### src/sv/dq_pkg.sv
`timescale 1ns / 1ps
// ----------------------------------------------------------------------------
// dq_pkg : shared definitions for the double-ended queue
// Field widths, operation and status codes, and the control group that
// travels from the pointer controller to the result stage.
// ----------------------------------------------------------------------------
package dq_pkg;

   // Fixed field widths
   localparam int FUNC_W   = 2;
   localparam int STATUS_W = 2;
   localparam int DATA_W   = 32;

   // Default capacity in entries
   localparam int DEPTH_DEF = 16;

   // Operation codes
   localparam logic [FUNC_W-1:0] FN_PUSH_FRONT = 2'd0;
   localparam logic [FUNC_W-1:0] FN_PUSH_REAR  = 2'd1;
   localparam logic [FUNC_W-1:0] FN_POP_FRONT  = 2'd2;
   localparam logic [FUNC_W-1:0] FN_POP_REAR   = 2'd3;

   // Status codes
   localparam logic [STATUS_W-1:0] ST_OK    = 2'd0;
   localparam logic [STATUS_W-1:0] ST_FULL  = 2'd1;
   localparam logic [STATUS_W-1:0] ST_EMPTY = 2'd2;

   // Control group for one result
   typedef struct packed {
      logic                valid;   // result strobe
      logic                pop_ok;  // popped word comes from the RAM
      logic [STATUS_W-1:0] status;
   } rsp_ctl_type;

endpackage

### src/sv/dq_ram.sv
`timescale 1ns / 1ps
// ----------------------------------------------------------------------------
// dq_ram : generic single-port RAM
// One write and one read per cycle through the single address; read data registered.
// ----------------------------------------------------------------------------
module dq_ram #(
   parameter int WIDTH = 32,
   parameter int DEPTH = 16
) (
   input  logic                     clock,
   input  logic                     wr_en,
   input  logic                     rd_en,
   input  logic [$clog2(DEPTH)-1:0] addr,
   input  logic [WIDTH-1:0]         wr_data,
   output logic [WIDTH-1:0]         rd_data
);

   logic [WIDTH-1:0] mem_ff [DEPTH];
   logic [WIDTH-1:0] rd_data_ff;

   // Storage and registered read
   always_ff @(posedge clock) begin
      if (wr_en) begin
         mem_ff[addr] <= wr_data;
      end
      if (rd_en) begin
         rd_data_ff <= mem_ff[addr];
      end
   end

   assign rd_data = rd_data_ff;

endmodule

### src/sv/dq_ctrl.sv
`timescale 1ns / 1ps
// ----------------------------------------------------------------------------
// dq_ctrl : head and count controller
// Keeps the ring's head index and entry count, decides the status of each
// transaction and drives the RAM address for the one entry it touches.
// ----------------------------------------------------------------------------
module dq_ctrl
   import dq_pkg::*;
#(
   parameter int DEPTH = DEPTH_DEF
) (
   input  logic                       clock,
   input  logic                       reset,
   input  logic                       accept,
   input  logic [FUNC_W-1:0]          func,
   input  logic signed [DATA_W-1:0]   push_value,
   output logic                       mem_wr_en,
   output logic                       mem_rd_en,
   output logic [$clog2(DEPTH)-1:0]   mem_addr,
   output logic [DATA_W-1:0]          mem_wr_data,
   output rsp_ctl_type                rsp_ctl,
   output logic [$clog2(DEPTH+1)-1:0] occupancy
);

   localparam int IDX_W = $clog2(DEPTH);
   localparam int CNT_W = $clog2(DEPTH + 1);
   localparam int SUM_W = CNT_W + 1;

   logic [IDX_W-1:0] head_ff, head_in;
   logic [CNT_W-1:0] count_ff, count_in;
   rsp_ctl_type      rsp_ctl_ff, rsp_ctl_in;

   logic             is_push;
   logic             full;
   logic             empty;
   logic [CNT_W-1:0] rear_off;
   logic [SUM_W-1:0] rear_sum;
   logic [SUM_W-1:0] rear_wrap;
   logic [IDX_W-1:0] rear_slot;
   logic [IDX_W-1:0] head_dec;
   logic [IDX_W-1:0] head_inc;

   // Queue state flags
   assign is_push = (func == FN_PUSH_FRONT) || (func == FN_PUSH_REAR);
   assign full    = (count_ff == CNT_W'(DEPTH));
   assign empty   = (count_ff == '0);

   // Rear slot: one past the rear for a push, the rear itself for a pop
   assign rear_off  = is_push ? count_ff : count_ff - CNT_W'(1);
   assign rear_sum  = SUM_W'(head_ff) + SUM_W'(rear_off);
   assign rear_wrap = (rear_sum >= SUM_W'(DEPTH)) ? rear_sum - SUM_W'(DEPTH) : rear_sum;
   assign rear_slot = rear_wrap[IDX_W-1:0];

   // Head stepped back and forward round the ring
   assign head_dec = (head_ff == '0) ? IDX_W'(DEPTH - 1) : head_ff - IDX_W'(1);
   assign head_inc = (head_ff == IDX_W'(DEPTH - 1)) ? '0 : head_ff + IDX_W'(1);

   assign mem_wr_data = push_value;

   // Operation decode
   always_comb begin
      head_in           = head_ff;
      count_in          = count_ff;
      mem_wr_en         = 1'b0;
      mem_rd_en         = 1'b0;
      mem_addr          = rear_slot;
      rsp_ctl_in.valid  = accept;
      rsp_ctl_in.pop_ok = 1'b0;
      rsp_ctl_in.status = ST_OK;
      if (accept) begin
         if (is_push && full) begin
            rsp_ctl_in.status = ST_FULL;
         end else if (!is_push && empty) begin
            rsp_ctl_in.status = ST_EMPTY;
         end else begin
            unique case (func)
               FN_PUSH_FRONT: begin
                  head_in   = head_dec;
                  count_in  = count_ff + CNT_W'(1);
                  mem_addr  = head_dec;
                  mem_wr_en = 1'b1;
               end
               FN_PUSH_REAR: begin
                  count_in  = count_ff + CNT_W'(1);
                  mem_wr_en = 1'b1;
               end
               FN_POP_FRONT: begin
                  head_in           = head_inc;
                  count_in          = count_ff - CNT_W'(1);
                  mem_addr          = head_ff;
                  mem_rd_en         = 1'b1;
                  rsp_ctl_in.pop_ok = 1'b1;
               end
               FN_POP_REAR: begin
                  count_in          = count_ff - CNT_W'(1);
                  mem_rd_en         = 1'b1;
                  rsp_ctl_in.pop_ok = 1'b1;
               end
               default: begin
                  head_in = head_ff;
               end
            endcase
         end
      end
   end

   // State and result control registers
   always_ff @(posedge clock) begin
      if (reset) begin
         head_ff    <= '0;
         count_ff   <= '0;
         rsp_ctl_ff <= '0;
      end else begin
         head_ff    <= head_in;
         count_ff   <= count_in;
         rsp_ctl_ff <= rsp_ctl_in;
      end
   end

   assign rsp_ctl   = rsp_ctl_ff;
   assign occupancy = count_ff;

endmodule

### src/sv/double_ended_queue.sv
`timescale 1ns / 1ps
// ----------------------------------------------------------------------------
// double_ended_queue : ring-buffer deque of signed 32-bit words
// The result strobe comes in the cycle after the transaction is taken.
// Throughput: one transaction per cycle; busy stays low, since each transaction
// touches one RAM entry through the single port and head and count update as it is taken.
// The receiver cannot stall; every result is on the ports for one cycle.
// Reset clears head and count (queue empty); RAM contents are left as they are.
// ----------------------------------------------------------------------------
module double_ended_queue
   import dq_pkg::*;
#(
   parameter int DEPTH = DEPTH_DEF
) (
   input  logic                       clock,
   input  logic                       reset,
   input  logic                       start,
   output logic                       busy,
   input  logic [FUNC_W-1:0]          req_func,
   input  logic signed [DATA_W-1:0]   req_push_value,
   output logic                       rsp_strobe,
   output logic [STATUS_W-1:0]        rsp_status,
   output logic signed [DATA_W-1:0]   rsp_popped_value,
   output logic [$clog2(DEPTH+1)-1:0] rsp_occupancy
);

   localparam int IDX_W = $clog2(DEPTH);

   logic             accept;
   logic             mem_wr_en;
   logic             mem_rd_en;
   logic [IDX_W-1:0] mem_addr;
   logic [DATA_W-1:0] mem_wr_data;
   logic [DATA_W-1:0] mem_rd_data;
   rsp_ctl_type      rsp_ctl;

   assign busy   = 1'b0;
   assign accept = start && !busy;

   dq_ctrl #(
      .DEPTH (DEPTH)
   ) u_ctrl (
      .clock       (clock),
      .reset       (reset),
      .accept      (accept),
      .func        (req_func),
      .push_value  (req_push_value),
      .mem_wr_en   (mem_wr_en),
      .mem_rd_en   (mem_rd_en),
      .mem_addr    (mem_addr),
      .mem_wr_data (mem_wr_data),
      .rsp_ctl     (rsp_ctl),
      .occupancy   (rsp_occupancy)
   );

   dq_ram #(
      .WIDTH (DATA_W),
      .DEPTH (DEPTH)
   ) u_ram (
      .clock   (clock),
      .wr_en   (mem_wr_en),
      .rd_en   (mem_rd_en),
      .addr    (mem_addr),
      .wr_data (mem_wr_data),
      .rd_data (mem_rd_data)
   );

   // Result stage: popped word only on a successful pop
   assign rsp_strobe       = rsp_ctl.valid;
   assign rsp_status       = rsp_ctl.status;
   assign rsp_popped_value = rsp_ctl.pop_ok ? $signed(mem_rd_data) : '0;

endmodule

### config.mk
export PLATFORM = sky130hd
export DESIGN_NAME = double_ended_queue
export DESIGN_NICKNAME = d
export VERILOG_FILES = /design/src/sv/dq_pkg.sv /design/src/sv/dq_ram.sv /design/src/sv/dq_ctrl.sv /design/src/sv/double_ended_queue.sv
export SDC_FILE = /design/constraint.sdc
export NUM_CORES = 1
export LEC_CHECK = 0
export BUFFER_PORTS_ARGS = -buffer_cell sky130_fd_sc_hd__buf_2
export CAP_MARGIN = 0
export CELL_PAD_IN_SITES_DETAIL_PLACEMENT = 1
export CELL_PAD_IN_SITES_GLOBAL_PLACEMENT = 1
export CORE_ASPECT_RATIO = 0.8
export CORE_MARGIN = 2
export CORE_UTILIZATION = 45
export CTS_CLUSTER_DIAMETER = 80
export CTS_CLUSTER_SIZE = 30
export DETAILED_ROUTE_END_ITERATION = 10
export GPL_ROUTABILITY_DRIVEN = 0
export PLACE_DENSITY_LB_ADDON = 0.3
export RECOVER_POWER = 50
export SYNTH_ARGS = -nofsm -noshare
export SYNTH_HDL_FRONTEND = slang
export SYNTH_HIERARCHICAL = 1
export SYNTH_SLANG_ARGS = --single-unit
### constraint.sdc
create_clock -name clock -period 6.5 [get_ports clock]
set_input_delay 1.3 -clock clock [delete_from_list [all_inputs] [get_ports clock]]
set_output_delay 1.3 -clock clock [all_outputs]
set_load 0.1 [all_outputs]
==> results of run 1 <==
-- cell type report --
class | instances | area [um2]
repair buffers | 101 | 557
fillers | 4217 | 23800
clock buffers | 25 | 626
clock inverters | 10 | 178
multi-input cells | 380 | 4680
well taps | 620 | 776
flip-flops and latches | 557 | 16600
inverters | 9 | 33.8
diodes | 1 | 2.50
-- worst reg2reg max path, stage by stage (launching register included) --
cell,delay (ns)
dfxtp_1,0.47
inv_1,0.13
ha_1,0.25
nor3b_1,0.23
a211oi_1,0.82
mux2i_1,0.85
nand3_1,0.50
nor2_4,0.59
buf_4,0.46
-- how the worst max path moves through the flow --
| stage | end | startpoint | slack, ns | depth (start not counted) |
|---|---|---|---|---|
| floorplan | u_ram/mem_ff[0][0]$_DFFE_PP_ | req_func[1] | 0.44 | 11 |
| global placement | u_ram/mem_ff[14][1]$_DFFE_PP_ | req_func[1] | 1.31 | 11 |
| detailed placement | u_ram/mem_ff[14][0]$_DFFE_PP_ | req_func[1] | 1.22 | 11 |
| CTS | u_ram/mem_ff[14][6]$_DFFE_PP_ | req_func[1] | 1.84 | 11 |
| global route | u_ram/mem_ff[14][6]$_DFFE_PP_ | req_func[1] | 0.92 | 7 |
| finish | u_ram/mem_ff[13][6]$_DFFE_PP_ | req_func[1] | 1.25 | 7 |
-- logic make-up after synthesis --
| family | Yosys count |
|---|---|
| AO/OA/AOI/OAI | 102 |
| XOR/XNOR | 12 |
| flip-flops | 557 |
| other | 1 |
| AND/OR/NAND/NOR | 127 |
| adder cells (fa/ha/maj) | 9 |
| buffers and inverters | 97 |
| multiplexers | 129 |
-- registers in the layout, summed over array words and instances, names as in the netlist --
| name | flops |
|---|---|
| u_ctrl/occupancy | 5 |
| u_ctrl/rsp_ctl | 4 |
| u_ram/mem_ff | 512 |
| u_ctrl/head_ff | 4 |
| u_ram/rd_data | 32 |
-- power breakdown --
group | switching (mW) | leakage, nW | internal (mW)
logic | 1.44 | 1.85 | 0.941
clock network | 1.11 | 0.386 | 0.816
registers | 0.0682 | 5.01 | 4.24
total | 2.61 | 7.26 | 6.00
-- layer usage --
metal  global-route usage (%)  wire length [um]  up-vias
li1                         -                 -     4264
met1                     27.6             21100     5354
met2                     30.8             22300      194
met3                     2.69              2040       44
met4                     3.29               739        0
met5                        0                 0        -
-- Yosys cell counts, types with 2 or more instances --
master and number:
edfxtp_1 544, mux4_2 128, a22oi_1 64, nand2_1 41, buf_4 35, and2_2 32, clkbuf_1 32, nor2_1 22
dfxtp_1 13, buf_2 12, o21ai_0 11, a21oi_1 10, inv_1 9, ha_1 8, xnor2_1 8, nor3_1 7
buf_6 6, nor2b_1 6, nand2b_1 4, xor2_1 4, clkbuf_2 3, o211ai_1 3, a211oi_1 2, a21o_1 2
a31oi_1 2, nand3_1 2, nand3b_1 2, or3_1 2, or3b_2 2
==> impl_results.md, run 1 <==
- Status: complete, but fails checks
- Failing checks: max-capacitance violations, max-slew violations
- WHS Path Cells: 2
- Max Cap Viol: 1
- CTS Root Cell: clkbuf_16
- Fin crit period: 5.25 ns
- Post-synthesis mux area share: 13.3%
- Top Ports: 78
- DP HPWL: 26.9 mm
- Final Util: 49.6%
- CP bufs+invs: 2
- Via-to-Cell Ratio: 5.79
- Crit end category: flip-flop
- Hold EP: u_ctrl/head_ff[3]$_SDFFE_PP0P_
- Initial antenna violation count: 2
- Die ar.: ~0.05 mm2
- Avg Cell Area, Syn: 21.0 um2
- Die Height: 200 um
- H-tree lvl count: 1
- Pwr dens: 367 mW/mm2
- CP arrival: roughly 5.5 ns
- R2r endpoint: u_ram/mem_ff[13][6]$_DFFE_PP_
- # rows: 71
- Fraction of registers with async set/reset: 0%
- Clock Latency Late Sink: approximately 0.58 ns
- Top cells by area, synth: edfxtp_1 (75%), mux4_2 (13%), a22oi_1 (2.2%), buf_4 (1.2%), dfxtp_1 (1.2%)
- Final Cycle Share: 80.8%
- Hold WS: between 0.6 and 0.7 ns
- Sink Count: ~560
- Setup violators final: 0
- Gr usage total: 18.8%
- DR WL/cell: 27.1 um
- CTS Buf Count: 25
- Post-cts resize count: 0
- Seq cells post-synth: 557
- Routed Antenna Nets: 0
- Post-Place Cells: 1,667
- DP Area: 0.0227 mm2
- Crit Path Category: in2reg
- Input/output buffers: 76
- Synth top area share: 75.3%
- CTS tree: yes
- Worst hold path type: reg2reg
- Share of cells above drive strength 1: between 20 and 30%
- RR Startpoint: u_ctrl/occupancy[0]$_SDFFE_PP0P_
- Clock skew: between 0.015 and 0.02 ns
- PnR worst setup slack: 1.25 ns
- Core Region: 0.0473 mm2
- Post-synthesis xor/xnor area fraction: 0.485%
- Largest family of logic cells by synthesized area: multiplexers
- Total grt overflow: 0
- Number of global-route vias before repair: 10,700
- Seq/Total Area, Yosys: 76.5%
- Commonest non-fill, non-tap cell in the layout: edfxtp_1
- CP Max Fanout: 20
- First-pass GRT wire length: 70.5 mm
- Cell taking the most area after synthesis: edfxtp_1
- Worst reg2reg path depth: 8
- Residual DRC: 0
- Die width: 249 um
- Layout area overhead: 8.10%
- Fin cells: 1,703
- Post-CTS Hold Buffers: 0
- Final-stage net count: 1,120
- Final instance area: 0.0234 mm2
- Clk slew on worst S/H paths: 0.10 ns
- Post-CTS setup buffer count: 0
- Worst hold path startpoint: u_ctrl/head_ff[3]$_SDFFE_PP0P_
- Simple-gate share of the synthesized area: around 3.2%
- Post-Synthesis Cell Area: 0.0217 mm2
- Mapped Nets: 1,080
- Synth Area in Adders: 0.554%
- Ys flop type: edfxtp_1
- Fmax: 190 MHz
- Reg2reg setup slack: 1.85 ns
- TritonRoute pass-1 iters: 5
- CP top delay family: simple AND/OR/NAND/NOR gates
- Clk buf depth: 3
- Final Hold Fails: 0
- Number of synthesized flops with an enable pin: 544
- RSZ-0062 raised after global routing: no
- Overall power: 8.61 mW
- Actual slew at the worst max-slew pin: 2.77 ns
- Critical path, cell by cell: clkbuf_1, xor2_1, a211oi_1, mux2i_1, nand3_1, nor2_4, buf_4
- Pin count of the biggest net entering global routing: slightly below 100
- Max incr delay on CP: 0.89 ns
- VDD IR-drop max: 284 uV
- Setup TNS: 0 ns
- Post-Place Worst Slack: between 1 and 1.5 ns
- Via Count: 9,856
- Cells after synthesis: 1,034
- Max-slew violations: 34
- Critical Path RT: 6.75 ns
- YS warnings: 6
- Slowest cell on the critical path: a211oi_1
- LEAKAGE: 7.26 nW
- Initial core utilization: 45.9%
- Initial DRC count: 785
- Relative slew slack: -84.6%
- Worst setup SP type: input pin
- Compound-gate portion of the synthesized area: 3.35%
- Commonest non-fill, non-tap cells in the layout: edfxtp_1 (544), mux4_2 (128), a22oi_1 (64), clkbuf_1 (47), nand2_1 (41)
- Wirelength, routed: between 40 and 50 mm
- Distinct cells, synth: 47
No activity file was read; power rests on OpenSTA's default activity.
==> run 2, diff against run 1 <==
clock period = 5.4 ns   (was 6.5 ns; I/O delays follow)
==> impl_results.md, run 2 (synthesis results as in run 1) <==
- Clock skew: ~0.016 ns
- Via-to-Cell Ratio: 5.84
- CTS tree: yes
- CTS Buf Count: 23
- Relative slew slack: -86.6%
- Post-Place Cells: 1,678
- Worst hold path startpoint: u_ctrl/occupancy[4]$_SDFFE_PP0P_
- Reg with most FFs: u_ram/mem_ff
- Final-stage net count: around 1,100
- LEAKAGE: 7.26 nW
- TritonRoute pass-1 iters: 5
- Clk buf depth: 3
- Clk slew on worst S/H paths: ~0.11 ns
- Sink Count: 557
- CP bufs+invs: 2
- Share of cells above drive strength 1: 26.0%
- CP Launch Point: u_ctrl/occupancy[0]$_SDFFE_PP0P_
- DP HPWL: 27.8 mm
- Crit Path Category: reg2reg
- Worst setup SP type: flip-flop
- CP top delay family: compound AO/OA/AOI/OAI gates
- Max-slew violations: 34
- Routed Antenna Nets: 0
- First-pass GRT wire length: around 70 mm
- DR WL/cell: 27.3 um
- Input/output buffers: 76
- Initial core utilization: 45.9%
- Max incr delay on CP: 0.90 ns
- RR Startpoint: u_ctrl/occupancy[0]$_SDFFE_PP0P_
- Layout fillers: 4,236
- Pwr dens: 435 mW/mm2
- Core Region: 0.0473 mm2
- # rows: 71
- Status: complete, but fails checks
- Post-cts resize count: 0
- WHS Path Cells: 2
- GRT busiest layer: met2
- Setup violators final: 0
- Worst hold path type: reg2reg
- Number of global-route vias before repair: 10,600
- Initial antenna violation count: 0
- Failing checks: max-capacitance violations, max-slew violations
- Setup TNS: 0 ns
- CP arrival: 4.97 ns
- H-tree lvl count: 1
- Fmax: 213 MHz
- VDD IR-drop max: between 200 and 300 uV
- Final Cycle Share: 87.1%
- Met3 GRT Util: 2.38%
- Met2 GRT Util: 30.3%
- Gr usage total: 18.7%
- Number of flip-flops under the largest register name: between 500 and 600
- Fin cells: 1,710
- Post-CTS Hold Buffers: 0
- CP Max Fanout: 13
- CTS Root Cell: clkbuf_16
- Critical path, cell by cell: inv_1, ha_1, nor3b_1, a211oi_1, o21ai_0, or3b_2, nor2_4, buf_4
- Worst reg2reg path depth: 8
- Die width: 249 um
- Clock Latency Late Sink: 0.58 ns
- Wirelength, routed: 46.7 mm
- Commonest non-fill, non-tap cells in the layout: edfxtp_1 (544), mux4_2 (128), a22oi_1 (64), clkbuf_1 (47), nand2_1 (41)
- Layout area overhead: 8.01%
- PnR worst setup slack: roughly 0.7 ns
- Post-CTS setup buffer count: 0
- Pin count of the biggest net entering global routing: 63
- Fin crit period: 4.70 ns
- Actual slew at the worst max-slew pin: 2.80 ns
- Commonest non-fill, non-tap cell in the layout: edfxtp_1
- Via Count: 9,993
- RSZ-0062 raised after global routing: no
- Total grt overflow: 0
- Initial DRC count: 871
- Final Hold Fails: 0
- Die ar.: 0.0500 mm2
- Max Cap Viol: 1
- Critical Path RT: 5.67 ns
- Post-Place Worst Slack: 0.616 ns
- Residual DRC: 0
- Grt met1 use: between 20% and 30%
- Slowest cell on the critical path: a211oi_1
- Top Ports: between 70 and 80
- CP Depth: 8
- Die Height: ~200 um
- Crit end category: flip-flop
-- run 2: changes by cell type in the layout (fill, tap and decap cells not counted), moves of 2 or more --
cell,delta
clkbuf_16,-2
buf_4,+9
bufinv_16,-2
clkinv_8,-3
nor3_4,+4
nor3_2,-3
buf_12,+2
-- run 2: where the power goes --
part / switching [mW] / leakage [nW] / internal (mW) / total (mW)
registers: 0.0822 / 5.01 / 5.10 / 5.18
clock network: 1.26 / 0.308 / 0.798 / 2.06
logic: 1.77 / 1.93 / 1.17 / 2.94
-- run 2: final timing paths --
kind	slack, ns	endpoint
setup reg to reg	0.70	u_ram/mem_ff[1][20]$_DFFE_PP_
hold reg to reg	0.60	u_ctrl/occupancy[4]$_SDFFE_PP0P_
hold / removal	0.60	u_ctrl/occupancy[4]$_SDFFE_PP0P_
setup / recovery	0.70	u_ram/mem_ff[1][20]$_DFFE_PP_
-- run 2: area by class of cell --
cell class	count	area (um2)	area share, %
diodes	1	2.50	0.0107
clock buffers	24	579	2.47
clock inverters	7	63.8	0.272
inverters	9	33.8	0.144
multi-input cells	380	4710	20.1
flip-flops and latches	557	16600	70.8
well taps	620	776	3.31
repair buffers	112	666	2.84
-- run 2: per-stage QoR --
step                      hold WS, ns  utilization [%]  cell area [um2]  total power [mW]
final                           0.604             49.6            23400              10.2
after detailed placement        0.589             48.4            22900              8.26
after global placement          0.577             48.4            22900              8.20
after global routing            0.647             49.6            23400              10.6
after CTS                       0.607             49.7            23500              10.3
after floorplan                 0.548                -            21700              7.40
-- run 2: routing by layer --
layer  up-vias  part of all wire [%]
met5         -                     0
met4         0                   1.8
met3        53                   3.9
met2       215                    48
met1      5452                    46
li1       4273                     -
-- run 2: worst register-to-register path, stage by stage (launching register included) --
cell	delay [ns]
dfxtp_1	0.48
inv_1	0.14
ha_1	0.24
nor3b_1	0.20
a211oi_1	0.90
o21ai_0	0.70
or3b_2	0.77
nor2_4	0.59
buf_4	0.37
